### src/hw/rtl/bpc_pkg.sv
// Shared widths, scaling constants, register indexes and item types for the compensation block.
package bpc_pkg;

	// Field and register widths
	localparam int D_W    = 24;
	localparam int CAL_W  = 16;
	localparam int TEMP_W = 19;
	localparam int PRES_W = 25;

	// Configuration register indexes
	localparam int CFG_IDX_W = 3;
	localparam logic [CFG_IDX_W-1:0] REG_SENS_BASE = 3'd0;
	localparam logic [CFG_IDX_W-1:0] REG_OFF_BASE  = 3'd1;
	localparam logic [CFG_IDX_W-1:0] REG_SENS_TCO  = 3'd2;
	localparam logic [CFG_IDX_W-1:0] REG_OFF_TCO   = 3'd3;
	localparam logic [CFG_IDX_W-1:0] REG_TREF      = 3'd4;
	localparam logic [CFG_IDX_W-1:0] REG_TSENS     = 3'd5;

	// Scaling: the temperature midpoint, and powers of two given as shifts
	localparam int TEMP_MID       = 2000;
	localparam int TREF_SHIFT     = 8;
	localparam int DT_SHIFT       = 23;
	localparam int OFF_SHIFT      = 16;
	localparam int SENS_SHIFT     = 15;
	localparam int OFF_TCO_SHIFT  = 7;
	localparam int SENS_TCO_SHIFT = 8;
	localparam int T2_SHIFT       = 31;
	localparam int P_SENS_SHIFT   = 21;
	localparam int P_SHIFT        = 15;

	// Internal widths
	localparam int DT_W   = D_W + 1;
	localparam int PROD_W = DT_W + CAL_W + 1;
	localparam int Q_W    = PROD_W - DT_SHIFT;
	localparam int T2_W   = 2 * D_W - T2_SHIFT;
	localparam int OFF_W  = 40;
	localparam int SENS_W = 40;

	// Pipeline depths and default queue depth
	localparam int FRONT_STAGES = 3;
	localparam int BACK_STAGES  = 6;
	localparam int BPC_QDEPTH   = 4;

	typedef struct packed {
		logic [CAL_W-1:0] sens_base;
		logic [CAL_W-1:0] off_base;
		logic [CAL_W-1:0] sens_tco;
		logic [CAL_W-1:0] off_tco;
		logic [CAL_W-1:0] tref;
		logic [CAL_W-1:0] tsens;
	} cal_t;

	// First-order results handed from the front end to the back end
	typedef struct packed {
		logic [D_W-1:0]           d1;
		logic signed [Q_W-1:0]    q;
		logic signed [OFF_W-1:0]  off;
		logic signed [SENS_W-1:0] sens;
		logic [T2_W-1:0]          t2;
		logic                     cold;
	} fq_t;

endpackage

### src/hw/rtl/bpc_in_if.sv
// Sample channel: raw pressure and temperature conversions with valid/ready.
interface bpc_in_if import bpc_pkg::*; ();
	logic           valid;
	logic           ready;
	logic [D_W-1:0] raw_pressure;
	logic [D_W-1:0] raw_temperature;

	modport source (output valid, output raw_pressure, output raw_temperature, input ready);
	modport sink   (input valid, input raw_pressure, input raw_temperature, output ready);
endinterface

### src/hw/rtl/bpc_front.sv
// Front end: accepts sample items, forms dT, first-order offset and sensitivity, flags cold items.
module bpc_front import bpc_pkg::*; (
	input  logic      clk,
	input  logic      arst_n,
	input  cal_t      cal,
	bpc_in_if.sink    sample,
	output logic      push,
	output fq_t       push_data,
	input  logic      full
);

	localparam logic signed [PROD_W-1:0] DT_BIAS   = PROD_W'((1 << DT_SHIFT) - 1);
	localparam logic signed [PROD_W-1:0] OFF_BIAS  = PROD_W'((1 << OFF_TCO_SHIFT) - 1);
	localparam logic signed [PROD_W-1:0] SENS_BIAS = PROD_W'((1 << SENS_TCO_SHIFT) - 1);
	localparam logic signed [PROD_W-1:0] NO_BIAS   = PROD_W'(0);

	logic [FRONT_STAGES:1]   vld_q;
	logic [FRONT_STAGES+1:1] adv;
	logic [FRONT_STAGES-1:0] src_v;

	// stage 1
	logic [D_W-1:0]         d1_s1;
	logic signed [DT_W-1:0] dt_s1;
	// stage 2
	logic [D_W-1:0]           d1_s2;
	logic signed [PROD_W-1:0] pt_s2;
	logic signed [PROD_W-1:0] po_s2;
	logic signed [PROD_W-1:0] ps_s2;
	logic [2*D_W-1:0]         dd_s2;
	// stage 3
	fq_t entry_s3;

	logic signed [DT_W-1:0]                  dt_c;
	logic signed [PROD_W-1:0]                pt_c;
	logic signed [PROD_W-1:0]                po_c;
	logic signed [PROD_W-1:0]                ps_c;
	logic signed [2*DT_W-1:0]                dd_c;
	logic signed [PROD_W-1:0]                pt_adj;
	logic signed [PROD_W-1:0]                po_adj;
	logic signed [PROD_W-1:0]                ps_adj;
	logic signed [PROD_W-OFF_TCO_SHIFT-1:0]  off_t;
	logic signed [PROD_W-SENS_TCO_SHIFT-1:0] sens_t;
	logic signed [OFF_W-1:0]                 off_base_c;
	logic signed [SENS_W-1:0]                sens_base_c;
	fq_t                                     entry_c;

	// stall chain: a stage moves on when empty or when the next one moves
	always_comb begin
		adv[FRONT_STAGES+1] = !full;
		for (int i = FRONT_STAGES; i >= 1; i--) begin
			adv[i] = !vld_q[i] || adv[i+1];
		end
		src_v = {vld_q[FRONT_STAGES-1:1], sample.valid};
	end

	assign sample.ready = adv[1];
	assign push         = vld_q[FRONT_STAGES] && !full;
	assign push_data    = entry_s3;

	always_comb begin
		dt_c = $signed({1'b0, sample.raw_temperature})
			- $signed({1'b0, cal.tref, {TREF_SHIFT{1'b0}}});

		pt_c = dt_s1 * $signed({1'b0, cal.tsens});
		po_c = dt_s1 * $signed({1'b0, cal.off_tco});
		ps_c = dt_s1 * $signed({1'b0, cal.sens_tco});
		dd_c = dt_s1 * dt_s1;

		// bias negative values before the shift so the quotient truncates toward zero
		pt_adj = pt_s2 + (pt_s2[PROD_W-1] ? DT_BIAS : NO_BIAS);
		po_adj = po_s2 + (po_s2[PROD_W-1] ? OFF_BIAS : NO_BIAS);
		ps_adj = ps_s2 + (ps_s2[PROD_W-1] ? SENS_BIAS : NO_BIAS);
		off_t  = po_adj[PROD_W-1:OFF_TCO_SHIFT];
		sens_t = ps_adj[PROD_W-1:SENS_TCO_SHIFT];

		off_base_c  = $signed({{(OFF_W-CAL_W-OFF_SHIFT){1'b0}}, cal.off_base,
			{OFF_SHIFT{1'b0}}});
		sens_base_c = $signed({{(SENS_W-CAL_W-SENS_SHIFT){1'b0}}, cal.sens_base,
			{SENS_SHIFT{1'b0}}});

		entry_c.d1   = d1_s2;
		entry_c.q    = pt_adj[PROD_W-1:DT_SHIFT];
		entry_c.off  = off_base_c + off_t;
		entry_c.sens = sens_base_c + sens_t;
		entry_c.t2   = dd_s2[2*D_W-1:T2_SHIFT];
		entry_c.cold = pt_adj[PROD_W-1];
	end

	always_ff @(posedge clk or negedge arst_n) begin
		if (!arst_n) begin
			vld_q <= '0;
		end else begin
			for (int i = 1; i <= FRONT_STAGES; i++) begin
				if (adv[i]) begin
					vld_q[i] <= src_v[i-1];
				end
			end
		end
	end

	always_ff @(posedge clk) begin
		if (adv[1]) begin
			d1_s1 <= sample.raw_pressure;
			dt_s1 <= dt_c;
		end
		if (adv[2]) begin
			d1_s2 <= d1_s1;
			pt_s2 <= pt_c;
			po_s2 <= po_c;
			ps_s2 <= ps_c;
			dd_s2 <= dd_c[2*D_W-1:0];
		end
		if (adv[3]) begin
			entry_s3 <= entry_c;
		end
	end

endmodule

### src/flat_wrapper.sv
// flat-port wrapper written by rule: the top's interface ports become plain ports
module bpc_front_flat import bpc_pkg::*;
  (clk, arst_n, cal, push, push_data, full, sample_valid, sample_raw_pressure, sample_raw_temperature, sample_ready);
  bpc_in_if sample_i ();
  input  logic clk;
  input  logic arst_n;
  input  cal_t cal;
  output logic push;
  output fq_t push_data;
  input  logic full;
  input wire logic [$bits(sample_i.valid)-1:0] sample_valid;
  input wire logic [$bits(sample_i.raw_pressure)-1:0] sample_raw_pressure;
  input wire logic [$bits(sample_i.raw_temperature)-1:0] sample_raw_temperature;
  output wire logic [$bits(sample_i.ready)-1:0] sample_ready;
  assign sample_i.valid = sample_valid;
  assign sample_i.raw_pressure = sample_raw_pressure;
  assign sample_i.raw_temperature = sample_raw_temperature;
  assign sample_ready = sample_i.ready;
  bpc_front u_core (.clk(clk), .arst_n(arst_n), .cal(cal), .sample(sample_i), .push(push), .push_data(push_data), .full(full));
endmodule
### config.mk
export PLATFORM = sky130hd
export DESIGN_NAME = bpc_front_flat
export DESIGN_NICKNAME = d
export VERILOG_FILES = /design/src/hw/rtl/bpc_pkg.sv /design/src/hw/rtl/bpc_in_if.sv /design/src/hw/rtl/bpc_front.sv /design/src/flat_wrapper.sv
export SDC_FILE = /design/constraint.sdc
export NUM_CORES = 2
export LEC_CHECK = 0
export ABC_AREA = 1
export BUFFER_PORTS_ARGS = -buffer_cell sky130_fd_sc_hd__buf_2
export CAP_MARGIN = 20
export CORE_MARGIN = 4
export CORE_UTILIZATION = 42
export CTS_CLUSTER_DIAMETER = 40
export DETAILED_ROUTE_END_ITERATION = 10
export PLACE_DENSITY_LB_ADDON = 0.2
export SLEW_MARGIN = 20
export SYNTH_ARGS = -nofsm -noshare
export SYNTH_HDL_FRONTEND = slang
export SYNTH_SLANG_ARGS = --single-unit
### constraint.sdc
create_clock -name clk -period 17.66 [get_ports clk]
set_clock_uncertainty 0.2 [all_clocks]
set_input_delay 3.532 -clock clk [delete_from_list [all_inputs] [get_ports clk]]
set_output_delay 3.532 -clock clk [all_outputs]
set_load 0.05 [all_outputs]
After elaboration in Yosys (flattened, before gate mapping)
Index checks and enable logic that the tools add are counted.
- bits of input ports: 148
- output and inout port bits: 143
- logic and storage cells: 37
- flip-flop bits (word level): 391
- reductions and logical operators: 8
- add/sub/neg operators: 6
- multipliers: 4
- multiplexer cells: 3
- operators by type and width (operator ; number):
    25-bit by 17-bit multiplier with 42-bit output ; 3
    25-bit by 25-bit multiplier with 48-bit output ; 1
    42-bit adder ; 1
    42-bit by 8-bit adder with 42-bit output ; 1
    42-bit by 9-bit adder with 42-bit output ; 1
    33-bit by 35-bit adder with 36-bit output ; 1
    32-bit by 34-bit adder with 35-bit output ; 1
    24-bit by 24-bit subtractor with 25-bit output ; 1
    23-bit 2-to-1 mux ; 1
    8-bit 2-to-1 mux ; 1
    7-bit 2-to-1 mux ; 1
    1-bit zero test ; 4
    1-bit logical OR ; 3
    1-bit logical AND ; 1

Longest topological paths before layout
- depth after elaboration: 4
- gate-level depth with buffers: 31
- depth with buffers taken out: 29

Worst setup path before layout
No wires, ideal clock.
- path type: input port to output port
- start: input port full
- end: output port sample_ready
- data arrival time: 8.082 ns
- cell stages on the path: 3
- path slack: 5.846 ns
- path through: nand2_1 > nor2_1 > nand2_1
- cells in the longest elaborated chain, start to end: 4
- RTL lines (what ; line ; source):
    from (decl) ; flat_wrapper.sv:10 ; input logic full;
    1-bit zero test ; bpc_front.sv:49 ; adv[FRONT_STAGES+1] = !full;
    1-bit logical OR (3 in series) ; bpc_front.sv:51 ; adv[i] = !vld_q[i] || adv[i+1];
    to (decl) ; flat_wrapper.sv:14 ; output wire logic [$bits(sample_i.ready)-1:0] sample_ready;
No other way between the ends.

Worst setup path in the final report
- start: input port cal[34] (netlist name)
- end: register u_core.po_s2[36] (data pin)
- cells in the longest elaborated chain, start to end: 1
- RTL lines (what ; line ; source):
    from (decl) ; flat_wrapper.sv:7 ; input cal_t cal;
    25-bit by 17-bit multiplier with 42-bit output ; bpc_front.sv:65 ; po_c = dt_s1 * $signed({1'b0, cal.off_tco});
    named net u_core.po_c[36] ; bpc_front.sv:35 ; logic signed [PROD_W-1:0] po_c;
    to (signal assigned) ; bpc_front.sv:109 ; po_s2 <= po_c;
    to (decl) ; bpc_front.sv:27 ; logic signed [PROD_W-1:0] po_s2;
The timed path passes the listed nets, and every way through them passes these cells.
A chain may end at the register's enable or synchronous reset.

==> impl_metrics.yaml <==
outcome:
  status: "complete, no violations"
sta:
  drv_slew: 0
  max-slew-margin-rel: 0.282
  fin_ws_ns: 8.41
  finalSetupViolCount: 0
  tightest_slew_ns: 1.08
  period_share: 0.524
  period_minus_slack_ns: 9.25
  fmax_mhz: 108
  rsz0062_at_grt: "no"
  fin_setup_tns_ns: 0
  hold_viol: 0
global_routing:
  grt_max_degree: 99
  grt_pass1_vias: 69800
  antenna_found_initial: 18
  grt_overflow: 0
  grt_use_total: 0.227
  grt_pass1_wl_um: 374000
die:
  io_pins: 291
  rows: 163
  die_y_um: 455
  die-area_um2: 207000
  initial_utilization: 0.424
  core-area_um2: 198000
  die_x_um: 455
synth:
  synth_compound_area_frac: 0.0404
  synth_top_cell_area_share: 0.421
  synthArstFlopShare: 0.00857
  synth_ff_type: "edfxtp_1"
  netlist_top_cells_area: "fa_1 (42%), inv_1 (13%), edfxtp_1 (12%)"
  synthMuxAreaShare: 0
  synth_cells: 10200
  synth_nets: 12600
  synth_top_cell_by_area: "fa_1"
  synthXorXnorAreaFrac: 0.0227
  synth-seq-area-share: 0.125
  synthAdderAreaFrac: 0.501
  synth.avg_cell_area_um2: 8.25
  syn_area_um2: 84000
  synth_seq_cells: 350
  ys_top_cells_by_count: "inv_1 (3011), nand2_1 (2391), fa_1 (1766)"
  synth_edf_count: 347
  synth_top_family_by_area: "adder cells"
  synth.distinct_cells: 54
  yosys.cell_count.top_type: "inv_1"
  yosys_warnings: 0
  synth-simple-area-share: 0.159
worst_setup_path:
  cp-start-kind: "input port"
  worstSetupPathType: "in -> reg"
  required_ns: 17.89
  path_max_fanout: 25
  cp_data_arrival_time_ns: 9.48
  endpoint_kind: "flip-flop"
  rrSetupSlack_ns: 9.17
cells_and_area:
  final_nets: 12700
  finish.utilization: 0.455
  stdcell_count: 12900
  area_growth_pct: 7.35
  drive_gt1_frac: 0.0522
routing:
  wl_met1_um: 101000
  drt_wl_total_um: 227000
  viasPerCell: 4.92
  drtIter0Drc: 3933
  first_pass_iters: 6
  drc: 0
  postRouteAntennaNets: 0
  vias: 63700
  post_drt_wl_per_cell_um: 17.6
  met3_length_um: 13000
  dr.max_layer_used: "met5"
  met2_length_um: 108000
placed_design:
  io_buffers: 290
  hpwlAfterDp_um: 185000
  place_inst: 12800
  gp_congestion: 0.927
  post-place-ws_ns: 7.79
cts:
  ctsRootBufferMaster: "clkbuf_16"
  cts_tree: "done"
  cts_made_buffers: 69
  clk_latency_ns: 0.68
  htree_levels: 3
  ctsHoldBuffers: 0
  cts_num_sinks: 350
  cts_buffer_depth: 3
  cts_setup_buffers: 0
  post_cts_resized: 0
  path_clk_slew_ns: 0.06
hold_path:
  hold_path.class: "reg -> reg"
run:
  cap_violations: 0
[critical path, stage by stage]
cell      delay, ns
buf_2          0.58
nand2_1        0.17
fa_1           0.55
inv_1          0.05
fa_1           0.53
inv_1          0.06
fa_1           0.50
inv_1          0.06
fa_1           0.54
inv_1          0.05
fa_1           0.47
inv_1          0.05
fa_1           0.43
ha_1           0.38
nand2_1        0.12
nor2_1         0.29
nand4_1        0.26
o211ai_2       0.34
nand2_1        0.10
nand2_1        0.13
nand2_1        0.11
nand3_1        0.09
nand2_1        0.06
[routing by layer]
| metal | up-vias | GRT usage |
|---|---|---|
| met5 | - | 0 |
| met2 | 1661 | 0.380 |
| li1 | 29500 | - |
| met4 | 16 | 0.0555 |
| met1 | 32100 | 0.314 |
| met3 | 338 | 0.0300 |
[layout by cell type (no fill, tap or decap), types with 24 or more instances in the layout]
cell type	synthesis	layout
a21o_1	33	33
nor2_1	505	505
xnor2_1	68	68
fa_1	1766	1766
buf_2	4	290
ha_1	539	539
nor3_1	60	60
inv_1	3011	3010
a31oi_1	24	24
o21bai_1	24	24
edfxtp_1	347	347
a21oi_1	302	302
nand3_1	180	180
clkbuf_16	0	69
nand2_1	2391	2389
xor2_1	150	150
buf_4	10	56
nand4_1	76	76
o21ai_0	182	182
[final cells by class]
type	count	area, um2
clock buffers	74	1760
diodes	3	7.51
repair buffers	346	1870
fillers	19700	108000
clock inverters	52	593
inverters	3020	11300
multi-input cells	6455	60800
flip-flops and latches	350	10500
well taps	2640	3300
[flip-flops by register name, indices dropped and copies added (netlist names)]
signal,cells
u_core.dd_s2,17
u_core.push_data,131
u_core.pt_s2,42
u_core.dt_s1,25
u_core.po_s2,42
u_core.ps_s2,42
u_core.d1_s2,24
u_core.d1_s1,24
u_core.vld_q,3
[metrics by stage]
stage	hold WS [ns]	instance area (um2)
4_1_cts	0.208	90100
3_5_place_dp	0.205	87800
2_1_floorplan	0.200	84000
6_report	0.208	90100
3_3_place_gp	0.201	87800
5_1_grt	0.218	90100
[cell families after synthesis]
kind of cell	count (synthesis)
AND/OR/NAND/NOR	3315
flip-flops	350
AO/OA/AOI/OAI	617
XOR/XNOR	218
adder cells (fa/ha/maj)	2305
buffers and inverters	3377
[worst paths after layout]
check	start	endpoint	depth (start not counted)
hold / removal	u_core.d1_s1[12]	u_core.d1_s2[12]	0
setup reg to reg	u_core.dt_s1[24]	u_core.dd_s2[40]	24
hold reg to reg	u_core.d1_s1[12]	u_core.d1_s2[12]	0
min in group asynchronous	arst_n	u_core.vld_q[1]	1
max in group asynchronous	arst_n	u_core.vld_q[3]	1
setup / recovery	cal[34]	u_core.po_s2[36]	23
Power is not shown: default switching activity piles up to over one toggle a cycle in this logic, so the estimate is an artifact.
