### config.mk
export PLATFORM = sky130hd
export DESIGN_NAME = bpc_fifo
export DESIGN_NICKNAME = d
export VERILOG_FILES = /design/src/hw/rtl/bpc_pkg.sv /design/src/hw/rtl/bpc_fifo.sv
export SDC_FILE = /design/constraint.sdc
export NUM_CORES = 1
export LEC_CHECK = 0
export BUFFER_PORTS_ARGS = -buffer_cell sky130_fd_sc_hd__buf_2
export CAP_MARGIN = 5
export CORE_MARGIN = 3
export CORE_UTILIZATION = 57
export DETAILED_ROUTE_END_ITERATION = 10
export GPL_TIMING_DRIVEN = 0
export PLACE_DENSITY = 0.76
export SLEW_MARGIN = 20
export SYNTH_ARGS = -nofsm -noshare
export SYNTH_HDL_FRONTEND = slang
export SYNTH_SLANG_ARGS = --single-unit
### constraint.sdc
create_clock -name clk -period 5.2 [get_ports clk]
set_input_delay 0.52 -clock clk [delete_from_list [all_inputs] [get_ports clk]]
set_output_delay 0.52 -clock clk [all_outputs]
set_load 0.1 [all_outputs]
### src/hw/rtl/bpc_pkg.sv
// Shared widths, scaling constants, register indexes and item types for the compensation block.
package bpc_pkg;

	// Field and register widths
	localparam int D_W    = 24;
	localparam int CAL_W  = 16;
	localparam int TEMP_W = 19;
	localparam int PRES_W = 25;

	// Configuration register indexes
	localparam int CFG_IDX_W = 3;
	localparam logic [CFG_IDX_W-1:0] REG_SENS_BASE = 3'd0;
	localparam logic [CFG_IDX_W-1:0] REG_OFF_BASE  = 3'd1;
	localparam logic [CFG_IDX_W-1:0] REG_SENS_TCO  = 3'd2;
	localparam logic [CFG_IDX_W-1:0] REG_OFF_TCO   = 3'd3;
	localparam logic [CFG_IDX_W-1:0] REG_TREF      = 3'd4;
	localparam logic [CFG_IDX_W-1:0] REG_TSENS     = 3'd5;

	// Scaling: the temperature midpoint, and powers of two given as shifts
	localparam int TEMP_MID       = 2000;
	localparam int TREF_SHIFT     = 8;
	localparam int DT_SHIFT       = 23;
	localparam int OFF_SHIFT      = 16;
	localparam int SENS_SHIFT     = 15;
	localparam int OFF_TCO_SHIFT  = 7;
	localparam int SENS_TCO_SHIFT = 8;
	localparam int T2_SHIFT       = 31;
	localparam int P_SENS_SHIFT   = 21;
	localparam int P_SHIFT        = 15;

	// Internal widths
	localparam int DT_W   = D_W + 1;
	localparam int PROD_W = DT_W + CAL_W + 1;
	localparam int Q_W    = PROD_W - DT_SHIFT;
	localparam int T2_W   = 2 * D_W - T2_SHIFT;
	localparam int OFF_W  = 40;
	localparam int SENS_W = 40;

	// Pipeline depths and default queue depth
	localparam int FRONT_STAGES = 3;
	localparam int BACK_STAGES  = 6;
	localparam int BPC_QDEPTH   = 4;

	typedef struct packed {
		logic [CAL_W-1:0] sens_base;
		logic [CAL_W-1:0] off_base;
		logic [CAL_W-1:0] sens_tco;
		logic [CAL_W-1:0] off_tco;
		logic [CAL_W-1:0] tref;
		logic [CAL_W-1:0] tsens;
	} cal_t;

	// First-order results handed from the front end to the back end
	typedef struct packed {
		logic [D_W-1:0]           d1;
		logic signed [Q_W-1:0]    q;
		logic signed [OFF_W-1:0]  off;
		logic signed [SENS_W-1:0] sens;
		logic [T2_W-1:0]          t2;
		logic                     cold;
	} fq_t;

endpackage

### src/hw/rtl/bpc_fifo.sv
// Short queue of first-order items between the front and back ends.
module bpc_fifo import bpc_pkg::*; #(
	parameter int unsigned Depth = BPC_QDEPTH
) (
	input  logic clk,
	input  logic arst_n,
	input  logic push,
	input  fq_t  wdata,
	output logic full,
	input  logic pop,
	output fq_t  rdata,
	output logic empty
);

	localparam int PtrW = $clog2(Depth);
	localparam int CntW = $clog2(Depth + 1);

	fq_t            mem_q [Depth];
	logic [PtrW-1:0] wr_ptr_q;
	logic [PtrW-1:0] rd_ptr_q;
	logic [CntW-1:0] count_q;

	assign empty = (count_q == '0);
	assign full  = (count_q == CntW'(Depth));
	assign rdata = mem_q[rd_ptr_q];

	always_ff @(posedge clk or negedge arst_n) begin
		if (!arst_n) begin
			wr_ptr_q <= '0;
			rd_ptr_q <= '0;
			count_q  <= '0;
		end else begin
			if (push) begin
				wr_ptr_q <= (wr_ptr_q == PtrW'(Depth - 1)) ? '0 : wr_ptr_q + 1'b1;
			end
			if (pop) begin
				rd_ptr_q <= (rd_ptr_q == PtrW'(Depth - 1)) ? '0 : rd_ptr_q + 1'b1;
			end
			case ({push, pop})
				2'b10:   count_q <= count_q + 1'b1;
				2'b01:   count_q <= count_q - 1'b1;
				default: count_q <= count_q;
			endcase
		end
	end

	always_ff @(posedge clk) begin
		if (push) begin
			mem_q[wr_ptr_q] <= wdata;
		end
	end

endmodule

Yosys cells after proc, flatten, opt, wreduce, memory -nomap -nowiden
Memory sizes are Yosys's and may differ from the RTL's. Cells that the tools add are included.

Flip-flop bits (word level): 7. Memory bits (writable): 564. Input port bits: 145. Output and inout port bits: 143. Memories kept: 1. Logic and storage cells: 20.

Reduce and logical (&&, ||, !) cells: 2. Equal/unequal tests: 5. Multiplexer cells: 5. Add/sub/neg operators: 4.

Memory list: mem_q (words 4, bits a word 141, rd ports 1, clocked after Yosys merged registers in 0, write ports 1, line bpc_fifo.sv:18) `fq_t mem_q [Depth];`.

Operators with widths (number): equality test 2 bit, second input constant (3); one-hot mux 3 bit (2 select lines) (1); adder 2 x 1 -> 2 bit, second input constant (2); two-way mux 2 bit (2); adder 3 x 1 -> 3 bit, second input constant (1); equality test 3 bit, second input constant (1); logical NOT 3 bit (1); subtractor 3 x 1 -> 3 bit, second input constant (1); equality test 2 x 1 -> 1 bit, second input constant (1); two-way mux 1 bit (2); nonzero test 2 bit (1).

Depth between registers and ports, before layout
Gate-level depths: netlist of the first run.

Word-level depth: 2. Mapped depth: 7. Gate-level depth less buffers: 7.

Worst setup path after synthesis of the first run
No wires, ideal clock.

Path kind: flip-flop to flip-flop. Start: register wr_ptr_q[0]. End: memory mem_q[0][0] (netlist name) (enable). Period minus slack after synthesis: 4.365 ns. Required time: 4.683 ns. Arrival: 3.848 ns. Library setup time: 0.517 ns. Buffers on the path: 0. Setup slack: 0.835 ns. Cell stages (with the launch flop): 4. Path through: dfrtp_1 -> inv_1 -> ha_1 -> and2_1.

RTL lines: start: declaration (line bpc_fifo.sv:19) `logic [PtrW-1:0] wr_ptr_q;`; start signal: assignment (line bpc_fifo.sv:34) `wr_ptr_q <= (wr_ptr_q == PtrW'(Depth - 1)) ? '0 : wr_ptr_q + 1'b1;`; end: declaration (line bpc_fifo.sv:18).

Straight into the memory's write port.

==> metrics.txt, run 1 <==
CTS Buffer Depth=3; Peak Freq=roughly 0.31 GHz; # DRC=0; drt via density=approximately 5.7; io pins=288; met2 wire length=20.1 mm; Area growth syn-to-layout=20.0%; vias=9,411; Total Nets Final=approximately 1,300; worst slew pin tran=about 0.67 ns; CTS Root Cell=clkbuf_16; Yosys warnings=0; Die H=just under 200 µm; final hold slack=around 0.15 ns; H-tree depth=2; final count of pins violating max slew=0; largest net degree at the start of global routing=between 40 and 50; library cells used by synthesis=21; outcome=complete, no violations; met3 routed WL=approximately 4.0 mm; CP Launch Type=flip-flop; post-route ant nets=0; GRT Util Overall=0.213; highest metal used=met5; hold path cells=1; synthesized flop and latch total=approximately 570; TritonCTS Buffers=55; total grt overflow=0; clk_lat worst skew=between 0.5 and 0.6 ns; Final min period=approximately 3.2 ns; Critical Path RT=~4.7 ns; worst r2r path cells=5; DRT Pass-1 Iters=4; first-pass GRT wire length=61.5 mm; Setup CP Type=flip-flop to primary output; Worst-path clk slew=approximately 0.060 ns; Layout Skew=approximately 0.01 ns; R2R Setup Slk=about 3 ns; final-layout fill cell count=2,141; worst hold path type=primary input to flip-flop; layout cells sized above 1=0.468; syn_nets=between 900 and 1,000; Final Hold Fails=0; post-route met1 wirelength=15.3 mm; Syn Area/Cell=26.8 µm²; Multi-input gate area=3400 µm²; final setup TNS=0 ns; Post-DP HPWL=25.6 mm; Avg WL per Cell=~24 µm; Core ar.=approximately 36,000 µm²; period utilisation layout=0.611; RSZ-0062 raised after global routing=false; Max-slew headroom=0.555; IO Port Bufs=287; die width=approximately 200 µm; routability congestion estimate=about 0.69; DRT iter0 DRCs=586; commonest non-fill, non-tap cell in the layout=edfxtp_1; vias in the first global route=around 10,000; die area=about 39,000 µm²; most frequent cells in the layout=564 x edfxtp_1, 304 x buf_2, 141 x mux4_2; sequential area share after synthesis=0.825; initial antenna violation count=10; top-area cell type share of the netlist area=0.817; largest cells by area after synthesis=edfxtp_1 82%, mux4_2 15%, dfrtp_1 0.84%; CP endpoint kind=primary output; Clock Sinks=roughly 570; worst-path fanout max=10; maxcap violations=0; worst endpoint data arrival time=around 2.7 ns; mapped cell area=a little over 20,000 µm²; Gate Count Post-Synth=between 700 and 800; final wirelength=around 40 mm; cell row count=roughly 70; Synth area leader=edfxtp_1; CTS resizes=0; Initial Util=0.580; register area=~17,000 µm²; # setup viols final=0; CTS tree=yes
worst paths after layout:
| path | startpoint | end |
|---|---|---|
| max in group asynchronous | arst_n | wr_ptr_q[0] |
| max | rd_ptr_q[1] | rdata[127] |
| min in group asynchronous | arst_n | count_q[1] |
| max reg2reg | wr_ptr_q[0] | mem_q[2][116] |
| min | wdata[28] | mem_q[2][28] |
| min reg2reg | count_q[2] | count_q[2] |
routing by layer:
layer | up-vias | global-route usage
li1 | 4089 | -
met1 | 4898 | 0.283
met2 | 339 | 0.343
met3 | 69 | 0.0793
met4 | 16 | 0.0523
met5 | - | 0
metrics by stage:
step | cells | area (µm²) | setup slack [ns] | utilization
after floorplan | 775 | 20700 | 0.835 | -
after global placement | 1523 | 22800 | -1.80 | 0.637
after detailed placement | 1535 | 23100 | 2.57 | 0.645
after CTS | 1638 | 24900 | 1.92 | 0.696
after global routing | 1639 | 24900 | 1.92 | 0.696
final | 1642 | 24900 | 2.02 | 0.696
area by class of cell:
class,count,area share
Sequential cell,571,0.688
Multi-Input combinational cell,166,0.137
Timing Repair Buffer,300,0.0702
Clock buffer,65,0.0585
Tap cell,461,0.0232
Clock inverter,37,0.0136
Buffer,32,0.00855
Inverter,6,0.000905
Antenna cell,4,0.000402
critical path, stage by stage (launching register included):
cell and delay (ns):
dfrtp_1 0.35, buf_2 0.27, buf_2 0.36, buf_2 0.38, mux4_2 0.27, buf_2 0.43
what timing repair did:
action	in CTS	in global routing
endpoints found under the setup margin	0	0
buffers inserted	0	0
hold buffers	1	0
endpoints found under the hold margin	7	0
cells by family after synthesis:
| group | after synthesis | synth area share |
|---|---|---|
| simple gates | 10 | 0.00259 |
| mux | 144 | 0.155 |
| compound gates | 2 | 0.000483 |
| xor+xnor | 3 | 0.00127 |
| fa+ha+maj | 7 | 0.00458 |
| flops | 571 | 0.825 |
| buf+inv | 38 | 0.0113 |
sequential cells by signal, summed over array words and instances (netlist names):
name	cells
rd_ptr_q	2
wr_ptr_q	2
count_q	3
mem_q	564
synth_stat cells:
master,number
mux4_2,141
clkbuf_1,5
or3_1,1
buf_4,1
inv_1,6
and2_1,4
nor2_1,2
and3_1,1
nor3_1,1
buf_2,17
mux2i_1,1
xor2_1,2
mux2_2,2
ha_1,6
fa_1,1
nand2_1,1
edfxtp_1,564
o21ai_0,2
dfrtp_1,7
xnor2_1,1
buf_6,9
Power of run 1 is left out: the tool's default activity adds up to more than one toggle a clock period on the data nets, which glitch-free logic cannot reach.
==> inputs of run 2 (changes only) <==
--- a/config.mk
+++ b/config.mk
@@ -5,6 +5,7 @@
 export SDC_FILE = /design/constraint.sdc
 export NUM_CORES = 1
 export LEC_CHECK = 0
+export ABC_AREA = 1
 export BUFFER_PORTS_ARGS = -buffer_cell sky130_fd_sc_hd__buf_2
 export CAP_MARGIN = 5
 export CORE_MARGIN = 3
==> constraint.sdc (replaced) <==
create_clock -name clk -period 3.06 [get_ports clk]
set_input_delay 0.306 -clock clk [delete_from_list [all_inputs] [get_ports clk]]
set_output_delay 0.306 -clock clk [all_outputs]
set_load 0.1 [all_outputs]
==> run 2 against run 1 <==
Against the previous run: critical path depth rose by 1; clock-buffer cell count up 4; first-iteration DRC count is 84% higher; wire length up 40%; die area up 10%.
==> metrics.txt, run 2 <==
worst hold path type=primary input to asynchronous set/reset pin; top_reg_cell synth=edfxtp_1; commonest non-fill, non-tap cell in the layout=edfxtp_1; H-tree depth=2; # Post-CTS Setup Buffers=0; CP max stage delay=0.43 ns; placed instance area=~26,000 µm²; largest net degree at the start of global routing=30; mux share of post-synthesis cell area=0; vias in the first global route=~16,000; mapped cell area=23,000 µm²; worst-path fanout max=10; CTS Root Cell=clkbuf_16; CTS resizes=0; Die H=207 µm; io pins=between 200 and 300; Syn Area/Cell=around 14 µm²; sequential area share after synthesis=0.745; register area=about 17,000 µm²; Setup WS pre-CTS=just under 0.6 ns; Critical Path RT=about 2.8 ns; Avg WL per Cell=around 20 µm; Post-DP HPWL=between 30 and 40 mm; die width=a little over 200 µm; Initial Util=0.586; DRT iter0 DRCs=between 1,000 and 1,500; CTS Hold Bufs=143; syn_nets=between 1,500 and 2,000; Setup CP Type=flip-flop to primary output; # setup viols final=0; synthesized flop and latch total=571; top-area cell type share of the netlist area=0.737; layout cells sized above 1=0.215; routability congestion estimate=roughly 0.8; Synth area leader=edfxtp_1; die area=roughly 43,000 µm²; Layout Skew=approximately 0.015 ns; Biggest register=mem_q; Post-Synth Adder-Cell Area=0.00414; Peak Freq=approximately 0.36 GHz; CP endpoint kind=primary output; TritonCTS Buffers=55; worst r2r path cells=7; cell row count=just over 70; Multi-input gate area=roughly 3900 µm²; CTS tree=yes; Clock Sinks=571; RSZ-0062 raised after global routing=false; GRT Util Overall=0.261; post-route cell area=~29,000 µm²; Worst-path clk slew=around 0.060 ns; Simple-Gate Fraction of Synth Area=0.0725; vias=roughly 15,000; largest cells by area after synthesis=edfxtp_1 74%, o211ai_1 9.2%, nand2_1 7.1%; first-pass GRT wire length=approximately 85 mm; FF-to-FF Start=wr_ptr_q[0]; Synth Area in Compound Gates=0.0932; Area growth syn-to-layout=24.7%; Total Nets Final=roughly 2,400; Yosys warnings=0; library cells used by synthesis=20; Max-slew headroom=0.481; slowest CP cell=buf_2; most frequent cells after synthesis=564 x edfxtp_1, 436 x nand2_1, 295 x inv_1; CP Launch Type=flip-flop; worst endpoint data arrival time=between 2 and 2.5 ns; Post-synth EDFFs=564; maxcap violations=0; critical-path cell list=buf_4 -> buf_4 -> buf_2 -> o211ai_1 -> nand2_1 -> buf_2; clk_lat worst skew=roughly 0.6 ns; xor/xnor share of the synthesized area=0.000381; IO Port Bufs=286; final count of pins violating max slew=0; max reg flops=roughly 560; DRT Pass-1 Iters=5; # DRC=0; Gate Count Post-Synth=1,699; Core ar.=between 30,000 and 40,000 µm²; largest family of logic cells by synthesized area=compound AO/OA/AOI/OAI gates; most frequent cells in the layout=564 x edfxtp_1, 432 x nand2_1, 308 x buf_2; post-route ant nets=0; outcome=complete, no violations; Critical Path Source=rd_ptr_q[1]; final wirelength=around 56 mm; worst slew pin tran=0.777 ns; period utilisation layout=0.908; CTS Buffer Depth=3; Regs by FF count=mem_q: 564 flops, count_q: 3 flops; ys async rst share=0.0123; drt via density=5.43; total grt overflow=0; Final Hold Fails=0; setup ws final=approximately 0.28 ns; final-layout fill cell count=roughly 2,400; Final min period=approximately 2.8 ns; initial antenna violation count=3; most common cell in the netlist=edfxtp_1
-- run 2: cell types whose count changed after synthesis, moves of 4 or more --
cell	delta
nand2_1	+435
inv_1	+289
o211ai_1	+282
mux4_2	-141
buf_6	+46
buf_4	+9
buf_2	+5
and2_1	-4
-- run 2: per-stage QoR --
step                      hold slack, ns   TNS, ns   util  instances
after floorplan                   0.0104    -47.37      -       1699
after global placement             0.151  -1023.82  0.640       2503
after detailed placement           0.153         0  0.653       2525
after CTS                         0.0490         0  0.731       2768
after global routing              0.0446         0  0.731       2771
final                             0.0721         0  0.731       2771
-- run 2: logic make-up after synthesis --
family / Yosys count
AND/OR/NAND/NOR: 442
buffers and inverters: 391
XOR/XNOR: 1
AO/OA/AOI/OAI: 287
flip-flops: 571
adder cells (fa/ha/maj): 7
-- run 2: layout make-up --
cell class,instances,share of cell area
Antenna cell,3,0.000262
Tap cell,518,0.0226
Timing Repair Buffer,451,0.117
Multi-Input combinational cell,737,0.137
Sequential cell,571,0.597
Buffer,94,0.0291
Clock buffer,69,0.0499
Clock inverter,31,0.00712
Inverter,297,0.0396
-- run 2: metal layers --
metal / vias to the layer above / wire length [µm] / global-route usage
li1: 6989 / - / -
met1: 7287 / 21700 / 0.335
met2: 662 / 28600 / 0.445
met3: 111 / 4400 / 0.0561
met4: 0 / 1650 / 0.0917
met5: - / 0 / 0
-- run 2: worst max-delay path: cells and delay by family (launching register included) --
family / cells / cell delay [ns]
simple gates: 1 / 0.12
flops: 1 / 0.35
compound gates: 1 / 0.15
buf+inv: 4 / 1.23
-- run 2: path summary, 6_finish.rpt --
path	to	slack, ns
worst min register to register	count_q[2]	0.52
worst max register to register	mem_q[2][81]	0.60
min in group clk	wr_ptr_q[1]	0.12
worst max-delay path	rdata[70]	0.28
max in group asynchronous	wr_ptr_q[0]	2.82
worst min-delay path	rd_ptr_q[0]	0.07
Power of run 2 is left out for the same reason.
