===== config.mk =====
export PLATFORM = sky130hd
export DESIGN_NAME = bpc_back_flat
export DESIGN_NICKNAME = d
export VERILOG_FILES = /design/src/hw/rtl/bpc_pkg.sv /design/src/hw/rtl/bpc_out_if.sv /design/src/hw/rtl/bpc_back.sv /design/src/flat_wrapper.sv
export SDC_FILE = /design/constraint.sdc
export NUM_CORES = 2
export LEC_CHECK = 0
export BUFFER_PORTS_ARGS = -buffer_cell sky130_fd_sc_hd__clkbuf_2
export CAP_MARGIN = 5
export CORE_MARGIN = 5
export CORE_UTILIZATION = 65
export CTS_BUF_LIST = sky130_fd_sc_hd__clkbuf_8
export CTS_CLUSTER_DIAMETER = 100
export DETAILED_ROUTE_END_ITERATION = 10
export PLACE_DENSITY = 0.82
export REMOVE_ABC_BUFFERS = 1
export SYNTH_ARGS = -nofsm -noshare
export SYNTH_HDL_FRONTEND = slang
export SYNTH_SLANG_ARGS = --single-unit
export TNS_END_PERCENT = 50

===== constraint.sdc =====
create_clock -name clk -period 16.1 [get_ports clk]
set_input_delay 1.61 -clock clk [delete_from_list [all_inputs] [get_ports clk]]
set_output_delay 1.61 -clock clk [all_outputs]
set_load 0.005 [all_outputs]

===== src/hw/rtl/bpc_pkg.sv =====
// Shared widths, scaling constants, register indexes and item types for the compensation block.
package bpc_pkg;

	// Field and register widths
	localparam int D_W    = 24;
	localparam int CAL_W  = 16;
	localparam int TEMP_W = 19;
	localparam int PRES_W = 25;

	// Configuration register indexes
	localparam int CFG_IDX_W = 3;
	localparam logic [CFG_IDX_W-1:0] REG_SENS_BASE = 3'd0;
	localparam logic [CFG_IDX_W-1:0] REG_OFF_BASE  = 3'd1;
	localparam logic [CFG_IDX_W-1:0] REG_SENS_TCO  = 3'd2;
	localparam logic [CFG_IDX_W-1:0] REG_OFF_TCO   = 3'd3;
	localparam logic [CFG_IDX_W-1:0] REG_TREF      = 3'd4;
	localparam logic [CFG_IDX_W-1:0] REG_TSENS     = 3'd5;

	// Scaling: the temperature midpoint, and powers of two given as shifts
	localparam int TEMP_MID       = 2000;
	localparam int TREF_SHIFT     = 8;
	localparam int DT_SHIFT       = 23;
	localparam int OFF_SHIFT      = 16;
	localparam int SENS_SHIFT     = 15;
	localparam int OFF_TCO_SHIFT  = 7;
	localparam int SENS_TCO_SHIFT = 8;
	localparam int T2_SHIFT       = 31;
	localparam int P_SENS_SHIFT   = 21;
	localparam int P_SHIFT        = 15;

	// Internal widths
	localparam int DT_W   = D_W + 1;
	localparam int PROD_W = DT_W + CAL_W + 1;
	localparam int Q_W    = PROD_W - DT_SHIFT;
	localparam int T2_W   = 2 * D_W - T2_SHIFT;
	localparam int OFF_W  = 40;
	localparam int SENS_W = 40;

	// Pipeline depths and default queue depth
	localparam int FRONT_STAGES = 3;
	localparam int BACK_STAGES  = 6;
	localparam int BPC_QDEPTH   = 4;

	typedef struct packed {
		logic [CAL_W-1:0] sens_base;
		logic [CAL_W-1:0] off_base;
		logic [CAL_W-1:0] sens_tco;
		logic [CAL_W-1:0] off_tco;
		logic [CAL_W-1:0] tref;
		logic [CAL_W-1:0] tsens;
	} cal_t;

	// First-order results handed from the front end to the back end
	typedef struct packed {
		logic [D_W-1:0]           d1;
		logic signed [Q_W-1:0]    q;
		logic signed [OFF_W-1:0]  off;
		logic signed [SENS_W-1:0] sens;
		logic [T2_W-1:0]          t2;
		logic                     cold;
	} fq_t;

endpackage


===== src/hw/rtl/bpc_out_if.sv =====
// Result channel: compensated temperature and pressure with valid/ready.
interface bpc_out_if import bpc_pkg::*; ();
	logic                     valid;
	logic                     ready;
	logic signed [TEMP_W-1:0] temperature_centi;
	logic signed [PRES_W-1:0] pressure_centi;

	modport source (output valid, output temperature_centi, output pressure_centi, input ready);
	modport sink   (input valid, input temperature_centi, input pressure_centi, output ready);
endinterface


===== src/hw/rtl/bpc_back.sv =====
// Back end: second-order correction below 20 degC, then pressure from sensitivity and offset.
module bpc_back import bpc_pkg::*; (
	input  logic       clk,
	input  logic       arst_n,
	input  fq_t        head,
	input  logic       empty,
	output logic       pop,
	bpc_out_if.source  result
);

	localparam int QQ_W  = 2 * Q_W - 3;
	localparam int SPLIT = 20;
	localparam int PL_W  = D_W + SPLIT;
	localparam int PH_W  = D_W + SENS_W - SPLIT + 1;
	localparam int X_W   = D_W + SENS_W;
	localparam int P1_W  = X_W - P_SENS_SHIFT;
	localparam int Y_W   = P1_W + 1;
	localparam logic signed [X_W-1:0] X_BIAS  = X_W'((64'd1 << P_SENS_SHIFT) - 64'd1);
	localparam logic signed [X_W-1:0] X_ZERO  = X_W'(0);
	localparam logic signed [Y_W-1:0] Y_BIAS  = Y_W'((1 << P_SHIFT) - 1);
	localparam logic signed [Y_W-1:0] Y_ZERO  = Y_W'(0);

	logic [BACK_STAGES:1]   vld_q;
	logic [BACK_STAGES+1:1] adv;
	logic [BACK_STAGES-1:0] src_v;

	// stage 1
	logic [D_W-1:0]           d1_s1;
	logic [QQ_W-1:0]          qq_s1;
	logic signed [TEMP_W-1:0] temp_s1;
	logic signed [OFF_W-1:0]  off_s1;
	logic signed [SENS_W-1:0] sens_s1;
	logic                     cold_s1;
	// stage 2
	logic [D_W-1:0]           d1_s2;
	logic signed [TEMP_W-1:0] temp_s2;
	logic signed [OFF_W-1:0]  off_s2;
	logic signed [SENS_W-1:0] sens_s2;
	// stage 3
	logic [PL_W-1:0]          pl_s3;
	logic signed [PH_W-1:0]   ph_s3;
	logic signed [TEMP_W-1:0] temp_s3;
	logic signed [OFF_W-1:0]  off_s3;
	// stage 4
	logic signed [X_W-1:0]    x_s4;
	logic signed [TEMP_W-1:0] temp_s4;
	logic signed [OFF_W-1:0]  off_s4;
	// stage 5
	logic signed [Y_W-1:0]    y_s5;
	logic signed [TEMP_W-1:0] temp_s5;
	// stage 6
	logic signed [TEMP_W-1:0] temp_s6;
	logic signed [PRES_W-1:0] pres_s6;

	logic signed [Q_W-1:0]      q_c;
	logic signed [2*Q_W-1:0]    qq_c;
	logic signed [TEMP_W:0]     tmid_c;
	logic signed [TEMP_W:0]     t2_c;
	logic signed [TEMP_W:0]     temp_c;
	logic [QQ_W+1:0]            sq5_c;
	logic signed [OFF_W-1:0]    off_corr_c;
	logic signed [SENS_W-1:0]   sens_corr_c;
	logic signed [SENS_W-1:0]   sens_c;
	logic signed [OFF_W-1:0]    off_c;
	logic [SPLIT-1:0]           sl_c;
	logic signed [SENS_W-SPLIT-1:0] sh_c;
	logic [PL_W-1:0]            pl_c;
	logic signed [PH_W-1:0]     ph_c;
	logic signed [X_W-1:0]      x_c;
	logic signed [X_W-1:0]      x_adj;
	logic signed [P1_W-1:0]     p1_c;
	logic signed [Y_W-1:0]      y_c;
	logic signed [Y_W-1:0]      y_adj;
	logic signed [Y_W-P_SHIFT-1:0] p_c;

	always_comb begin
		adv[BACK_STAGES+1] = result.ready;
		for (int i = BACK_STAGES; i >= 1; i--) begin
			adv[i] = !vld_q[i] || adv[i+1];
		end
		src_v = {vld_q[BACK_STAGES-1:1], !empty};
	end

	assign pop                      = !empty && adv[1];
	assign result.valid             = vld_q[BACK_STAGES];
	assign result.temperature_centi = temp_s6;
	assign result.pressure_centi    = pres_s6;

	always_comb begin
		// stage 1: square of (T - 20 degC) and the corrected temperature
		q_c    = head.q;
		qq_c   = q_c * q_c;
		tmid_c = (TEMP_W+1)'(TEMP_MID);
		t2_c   = head.cold ? $signed({{(TEMP_W+1-T2_W){1'b0}}, head.t2}) : '0;
		temp_c = tmid_c + q_c - t2_c;

		// stage 2: five times the square, halved for offset, quartered for sensitivity
		sq5_c       = {qq_s1, 2'b00} + {2'b00, qq_s1};
		off_corr_c  = cold_s1 ? $signed({{(OFF_W-QQ_W-1){1'b0}}, sq5_c[QQ_W+1:1]}) : '0;
		sens_corr_c = cold_s1 ? $signed({{(SENS_W-QQ_W){1'b0}}, sq5_c[QQ_W+1:2]}) : '0;
		off_c       = off_s1 - off_corr_c;
		sens_c      = sens_s1 - sens_corr_c;

		// stage 3: D1 * SENS as two partial products
		sl_c = sens_s2[SPLIT-1:0];
		sh_c = sens_s2[SENS_W-1:SPLIT];
		pl_c = d1_s2 * sl_c;
		ph_c = $signed({1'b0, d1_s2}) * sh_c;

		// stage 4: recombine
		x_c = $signed({ph_s3[X_W-SPLIT-1:0], {SPLIT{1'b0}}})
			+ $signed({{(X_W-PL_W){1'b0}}, pl_s3});

		// stage 5: truncating divide, subtract offset
		x_adj = x_s4 + (x_s4[X_W-1] ? X_BIAS : X_ZERO);
		p1_c  = x_adj[X_W-1:P_SENS_SHIFT];
		y_c   = p1_c - off_s4;

		// stage 6: truncating divide
		y_adj = y_s5 + (y_s5[Y_W-1] ? Y_BIAS : Y_ZERO);
		p_c   = y_adj[Y_W-1:P_SHIFT];
	end

	always_ff @(posedge clk or negedge arst_n) begin
		if (!arst_n) begin
			vld_q <= '0;
		end else begin
			for (int i = 1; i <= BACK_STAGES; i++) begin
				if (adv[i]) begin
					vld_q[i] <= src_v[i-1];
				end
			end
		end
	end

	always_ff @(posedge clk) begin
		if (adv[1]) begin
			d1_s1   <= head.d1;
			qq_s1   <= qq_c[QQ_W-1:0];
			temp_s1 <= temp_c[TEMP_W-1:0];
			off_s1  <= head.off;
			sens_s1 <= head.sens;
			cold_s1 <= head.cold;
		end
		if (adv[2]) begin
			d1_s2   <= d1_s1;
			temp_s2 <= temp_s1;
			off_s2  <= off_c;
			sens_s2 <= sens_c;
		end
		if (adv[3]) begin
			pl_s3   <= pl_c;
			ph_s3   <= ph_c;
			temp_s3 <= temp_s2;
			off_s3  <= off_s2;
		end
		if (adv[4]) begin
			x_s4    <= x_c;
			temp_s4 <= temp_s3;
			off_s4  <= off_s3;
		end
		if (adv[5]) begin
			y_s5    <= y_c;
			temp_s5 <= temp_s4;
		end
		if (adv[6]) begin
			temp_s6 <= temp_s5;
			pres_s6 <= p_c[PRES_W-1:0];
		end
	end

endmodule


===== src/flat_wrapper.sv =====
// flat-port wrapper written by rule: the top's interface ports become plain ports
module bpc_back_flat import bpc_pkg::*;
  (clk, arst_n, head, empty, pop, result_valid, result_temperature_centi, result_pressure_centi, result_ready);
  bpc_out_if result_i ();
  input  logic clk;
  input  logic arst_n;
  input  fq_t head;
  input  logic empty;
  output logic pop;
  output wire logic [$bits(result_i.valid)-1:0] result_valid;
  output wire logic [$bits(result_i.temperature_centi)-1:0] result_temperature_centi;
  output wire logic [$bits(result_i.pressure_centi)-1:0] result_pressure_centi;
  input wire logic [$bits(result_i.ready)-1:0] result_ready;
  assign result_valid = result_i.valid;
  assign result_temperature_centi = result_i.temperature_centi;
  assign result_pressure_centi = result_i.pressure_centi;
  assign result_i.ready = result_ready;
  bpc_back u_core (.clk(clk), .arst_n(arst_n), .head(head), .empty(empty), .pop(pop), .result(result_i));
endmodule

Word-level counts from Yosys, hierarchy flattened. Cells that the tools add are included.

Register bits: 665. Input port bits: 145. Output and inout port bits: 46. Logic and storage cells: 58.

Add/subtract/negate cells: 9. Multipliers: 3. Multiplexer cells: 5. Reduce and logical (&&, ||, !) cells: 14.

Operator list (number): subtractor 40 bit (2); adder 64 x 22 -> 64 bit (1); adder 64 x 45 -> 64 bit (1); multiplier 24 x 20 -> 44 bit (1); multiplier 25 x 20 -> 44 bit (1); subtractor 43 x 40 -> 44 bit (1); adder 40 bit (1); adder 37 x 35 -> 37 bit (1); 2-to-1 mux 36 bit (1); multiplier 19 x 19 -> 35 bit (1); 2-to-1 mux 35 bit (1); 2-to-1 mux 21 bit (1); adder 12 x 19 -> 19 bit, first input constant (1); subtractor 19 bit (1); 2-to-1 mux 17 bit (1); 2-to-1 mux 15 bit (1); zero test 1 bit (7); logical OR 1 bit (6); logical AND 1 bit (1).

Longest topological paths before layout.
Depth in word-level cells: 8. Depth in mapped cells: 29. Depth with buffers taken out: 27.

Worst setup path after synthesis. No wires, ideal clock.

Path type: in2reg. Start point: in result_ready. End point: reg u_core.cold_s1, enable pin. Library setup time: 1714 ps. Data arrival time: 9539 ps. Data required time: 14386 ps. Path slack: 4847 ps. Cell stages on the path: 4. Path buffers: 0. Cells stage by stage: nor2b_1 nand3_1 nor2_1 nand3_1.

Longest elaborated chain between the ends: 6.

RTL lines: start: declaration (line flat_wrapper.sv:13) `input wire logic [$bits(result_i.ready)-1:0] result_ready;`; logical OR 1 bit (3 in a row) (line bpc_back.sv:79) `adv[i] = !vld_q[i] || adv[i+1];`; net u_core.adv, one bit (line bpc_back.sv:24) `logic [BACK_STAGES+1:1] adv;`; logical OR 1 bit (3 in a row) (line bpc_back.sv:79); end signal: assignment (line bpc_back.sv:143) `cold_s1 <= head.cold;`; end: declaration (line bpc_back.sv:33) `logic cold_s1;`.

The timed path passes the listed nets, and every way through them passes these cells. A chain may end at the register's enable or synchronous reset.

Final worst setup path.
Start point: in head[111] (netlist name). End point: reg u_core.qq_s1[34] (data pin).

Longest elaborated chain between the ends: 1.

RTL lines: start: declaration (line flat_wrapper.sv:7) `input fq_t head;`; multiplier 19 x 19 -> 35 bit (line bpc_back.sv:92) `qq_c = q_c * q_c;`; net u_core.qq_c[34] (line bpc_back.sv:56) `logic signed [2*Q_W-1:0] qq_c;`; end signal: assignment (line bpc_back.sv:139) `qq_s1 <= qq_c[QQ_W-1:0];`; end: declaration (line bpc_back.sv:29) `logic [QQ_W-1:0] qq_s1;`.

The timed path passes the listed nets, and every way through them passes these cells.

==> run_results.csv <==
group,metric,value,unit
sta,maxSlewViolCount,0,
sta,hold_violations,0,
final_layout,nNetsFinal,9129,
sta,setup_viol,0,
synthesis,yosysSeqAreaShare,26.7,%
floorplan,chipHeight,348,µm
sta,slew_headroom,12.5,%
global_routing,grt_max_degree,70,
synthesis,synth_area_leaders,"fa_1 30%, edfxtp_1 27%, ha_1 11%",
sta,fin_crit,8.63,ns
critical_path,start_kind,"input pin",
global_routing,grt_pass1_vias,55600,
floorplan,rows,124,
sta,worst_pin_slew,1.31,ns
global_routing,grt_overflow,0,
placed_design,dp_hpwl,139,mm
sta,rsz0062_at_grt,"no",
synthesis,post-synth-top-area-cell,"fa_1",
run_status,outcome,"completed",
floorplan,start_util,65.1,%
synthesis,syn_inst,7064,
synthesis,synth_area,0.0742,mm²
clock_tree,clk_root_buffer_cell,"clkbuf_8",
placed_design,portBuffers,190,
critical_path,crit_required,16.56,ns
sta,post-route-period-util,53.6,%
synthesis,synth_mux_area_share,0.0287,%
clock_tree,clockBufferDepth,3,
clock_tree,cts_setup_buffers,0,
routing,drt_iter0_drc,4420,
routing,routed_wl,184,mm
synthesis,yosysTopAreaCellShare,29.8,%
sta,clock_skew,0.0622,ns
clock_tree,holdBufCountCts,0,
synthesis,synthXorXnorAreaFrac,4.55,%
final_layout,synthToLayoutAreaGrowth,6.37,%
sta,fin_setup_tns,0,ns
global_routing,grtUsageMet3,5.09,%
synthesis,yosysWarnings,0,
floorplan,num_io_pins,191,
synthesis,syn_area_per_cell,10.5,µm²
critical_path,crit_fanout,13,
clock_tree,clock_latency,0.74,ns
clock_tree,cts_made_buffers,101,
global_routing,track_usage,31.1,%
clock_tree,cts_tree,"built",
critical_path,arrival,9.09,ns
synthesis,synthSimpleGateAreaFrac,12.5,%
global_routing,use_met1,41.7,%
routing,route.detailed.drc,0,
routing,vias,51600,
routing,vias_per_cell,5.86,
clock_tree,cts_num_sinks,661,
job,max_cap_viol_count,0,
synthesis,synth-compound-area-share,6.99,%
synthesis,ys.flop_type,"edfxtp_1",
clock_tree,path_clk_slew,0.07,ns
critical_path,critPathCaptureType,"register",
global_routing,grt_pass1_wl,296,mm
final_layout,layout-drive-gt1-share,6.48,%
placed_design,gp_congestion,0.948,
min_path,hold_path.class,"reg2reg",
synthesis,synth-edff-count,655,
synthesis,synth_cell_types,92,
synthesis,yosys.area_share.adder,41.3,%
floorplan,design.core.area,0.114,mm²
clock_tree,h-tree-depth,3,
floorplan,die_x,348,µm
routing,drtAntennaViolNets,0,
routing,firstDrtPassIters,5,
global_routing,grt_use_met2,51.3,%
floorplan,die-area,0.121,mm²
global_routing,grt.busiest_layer,"met2",
global_routing,antenna_found_initial,12,
synthesis,synth_top_family_by_area,"adder cells",
synthesis,ys_ff_latch,661,
synthesis,ys_async_sr_fraction,0.908,%
routing,post_drt_wl_per_cell,20.9,µm
clock_tree,post_cts_resized,0,
sta,max_freq,0.116,GHz
critical_path,crit_type,"in2reg",
## worst paths after layout
kind                       cells after the start  slack (ns)                         from                           to
min in group asynchronous                      1        0.71                       arst_n  u_core.vld_q[2]$_DFFE_PN0P_
max reg2reg                                   24        7.61   u_core.d1_s2[14]$_DFFE_PP_   u_core.ph_s3[38]$_DFFE_PP_
max                                           26        7.47                    head[111]   u_core.qq_s1[34]$_DFFE_PN_
max in group asynchronous                      1       15.21                       arst_n  u_core.vld_q[4]$_DFFE_PN0P_
min reg2reg                                    0        0.39  u_core.off_s2[25]$_DFFE_PP_  u_core.off_s3[25]$_DFFE_PP_
min                                            0        0.39  u_core.off_s2[25]$_DFFE_PP_  u_core.off_s3[25]$_DFFE_PP_
## area by class of cell
cell class	count	area, µm²
antenna	4	10.0
clock buffer	108	1490
clock inverter	80	651
fill	8325	35000
inverter	1334	5010
multi-input combinational	4841	48500
sequential	661	19800
tap	1512	1890
timing repair buffer	263	1500
## through the flow
step	instances	hold slack (ns)	util, %	area [µm²]	worst slack, ns
global route	8801	0.378	69.3	78900	7.18
CTS	8799	0.380	69.3	78900	7.53
global placement	8611	0.400	67.4	76700	6.85
floorplan	6836	0.400	-	73300	4.85
finish	8803	0.386	69.3	78900	7.47
detailed placement	8611	0.405	67.4	76700	6.74
## cell usage after synthesis, types with 9 or more instances
cell      instances
nor2_1          222
nand3_1          86
fa_1           1105
a21oi_1         234
clkbuf_1        225
nor2b_1          45
and3_1           57
and2_1          536
o21a_1           52
a31oi_1          19
a21boi_0          9
a21o_1          139
or2_2            17
inv_1          1327
xnor2_1         262
o21ai_0         116
ha_1            677
o211ai_1         11
nor3_1           41
edfxtp_1        655
xor2_1          123
a211oi_1         26
o21bai_1         42
o31ai_1          10
nand2_1         758
nand2b_1         58
or3_1            12
nand4_1          35
## worst max-delay path, cell delays in order
cell	delay (ns)
clkbuf_2	0.38
clkinv_1	0.48
nor2_1	0.37
fa_1	0.50
fa_1	0.55
inv_1	0.05
fa_1	0.49
inv_1	0.05
fa_1	0.53
inv_1	0.06
fa_1	0.45
fa_1	0.37
inv_1	0.09
fa_1	0.42
ha_1	0.35
nand2_1	0.10
o21ai_0	0.12
o41a_1	0.35
a31o_4	0.24
a41oi_4	0.25
a211oi_2	0.11
a41o_1	0.27
or4_4	0.42
a31o_1	0.24
a21oi_2	0.15
xnor2_1	0.07
## state kept, by name (all words and copies together), names as in the netlist, 24 cells and up
signal,flops
u_core.d1_s1,24
u_core.d1_s2,24
u_core.off_s1,40
u_core.off_s2,40
u_core.off_s3,40
u_core.off_s4,40
u_core.ph_s3,44
u_core.pl_s3,44
u_core.qq_s1,34
u_core.result.pressure_centi,25
u_core.sens_s1,40
u_core.sens_s2,40
u_core.x_s4,64
u_core.y_s5,41
## cells by family after synthesis
family                   Yosys count
flip-flops                       661
other                              1
AND/OR/NAND/NOR                 1896
multiplexers                       2
AO/OA/AOI/OAI                    775
buffers and inverters           1562
adder cells (fa/ha/maj)         1782
XOR/XNOR                         385
## layout by cell type (no fill, tap or decap), drive strengths merged, types with 142 or more instances in the layout
| master | instances |
|---|---|
| nand2 | 758 |
| ha | 677 |
| inv | 1359 |
| edfxtp | 655 |
| and2 | 536 |
| a21oi | 238 |
| clkbuf | 298 |
| fa | 1105 |
| nor2 | 222 |
| a21o | 142 |
| xnor2 | 262 |
## layer usage
| metal | part of all wire (%) | wire length (µm) |
|---|---|---|
| met1 | 39 | 71300 |
| met2 | 47 | 87200 |
| met3 | 9.1 | 16800 |
| met4 | 4.9 | 9000 |
| met5 | 0.0071 | 13 |
Power is left out: the tool's default activity adds up to more than one toggle a clock period on the data nets, which glitch-free logic cannot reach.
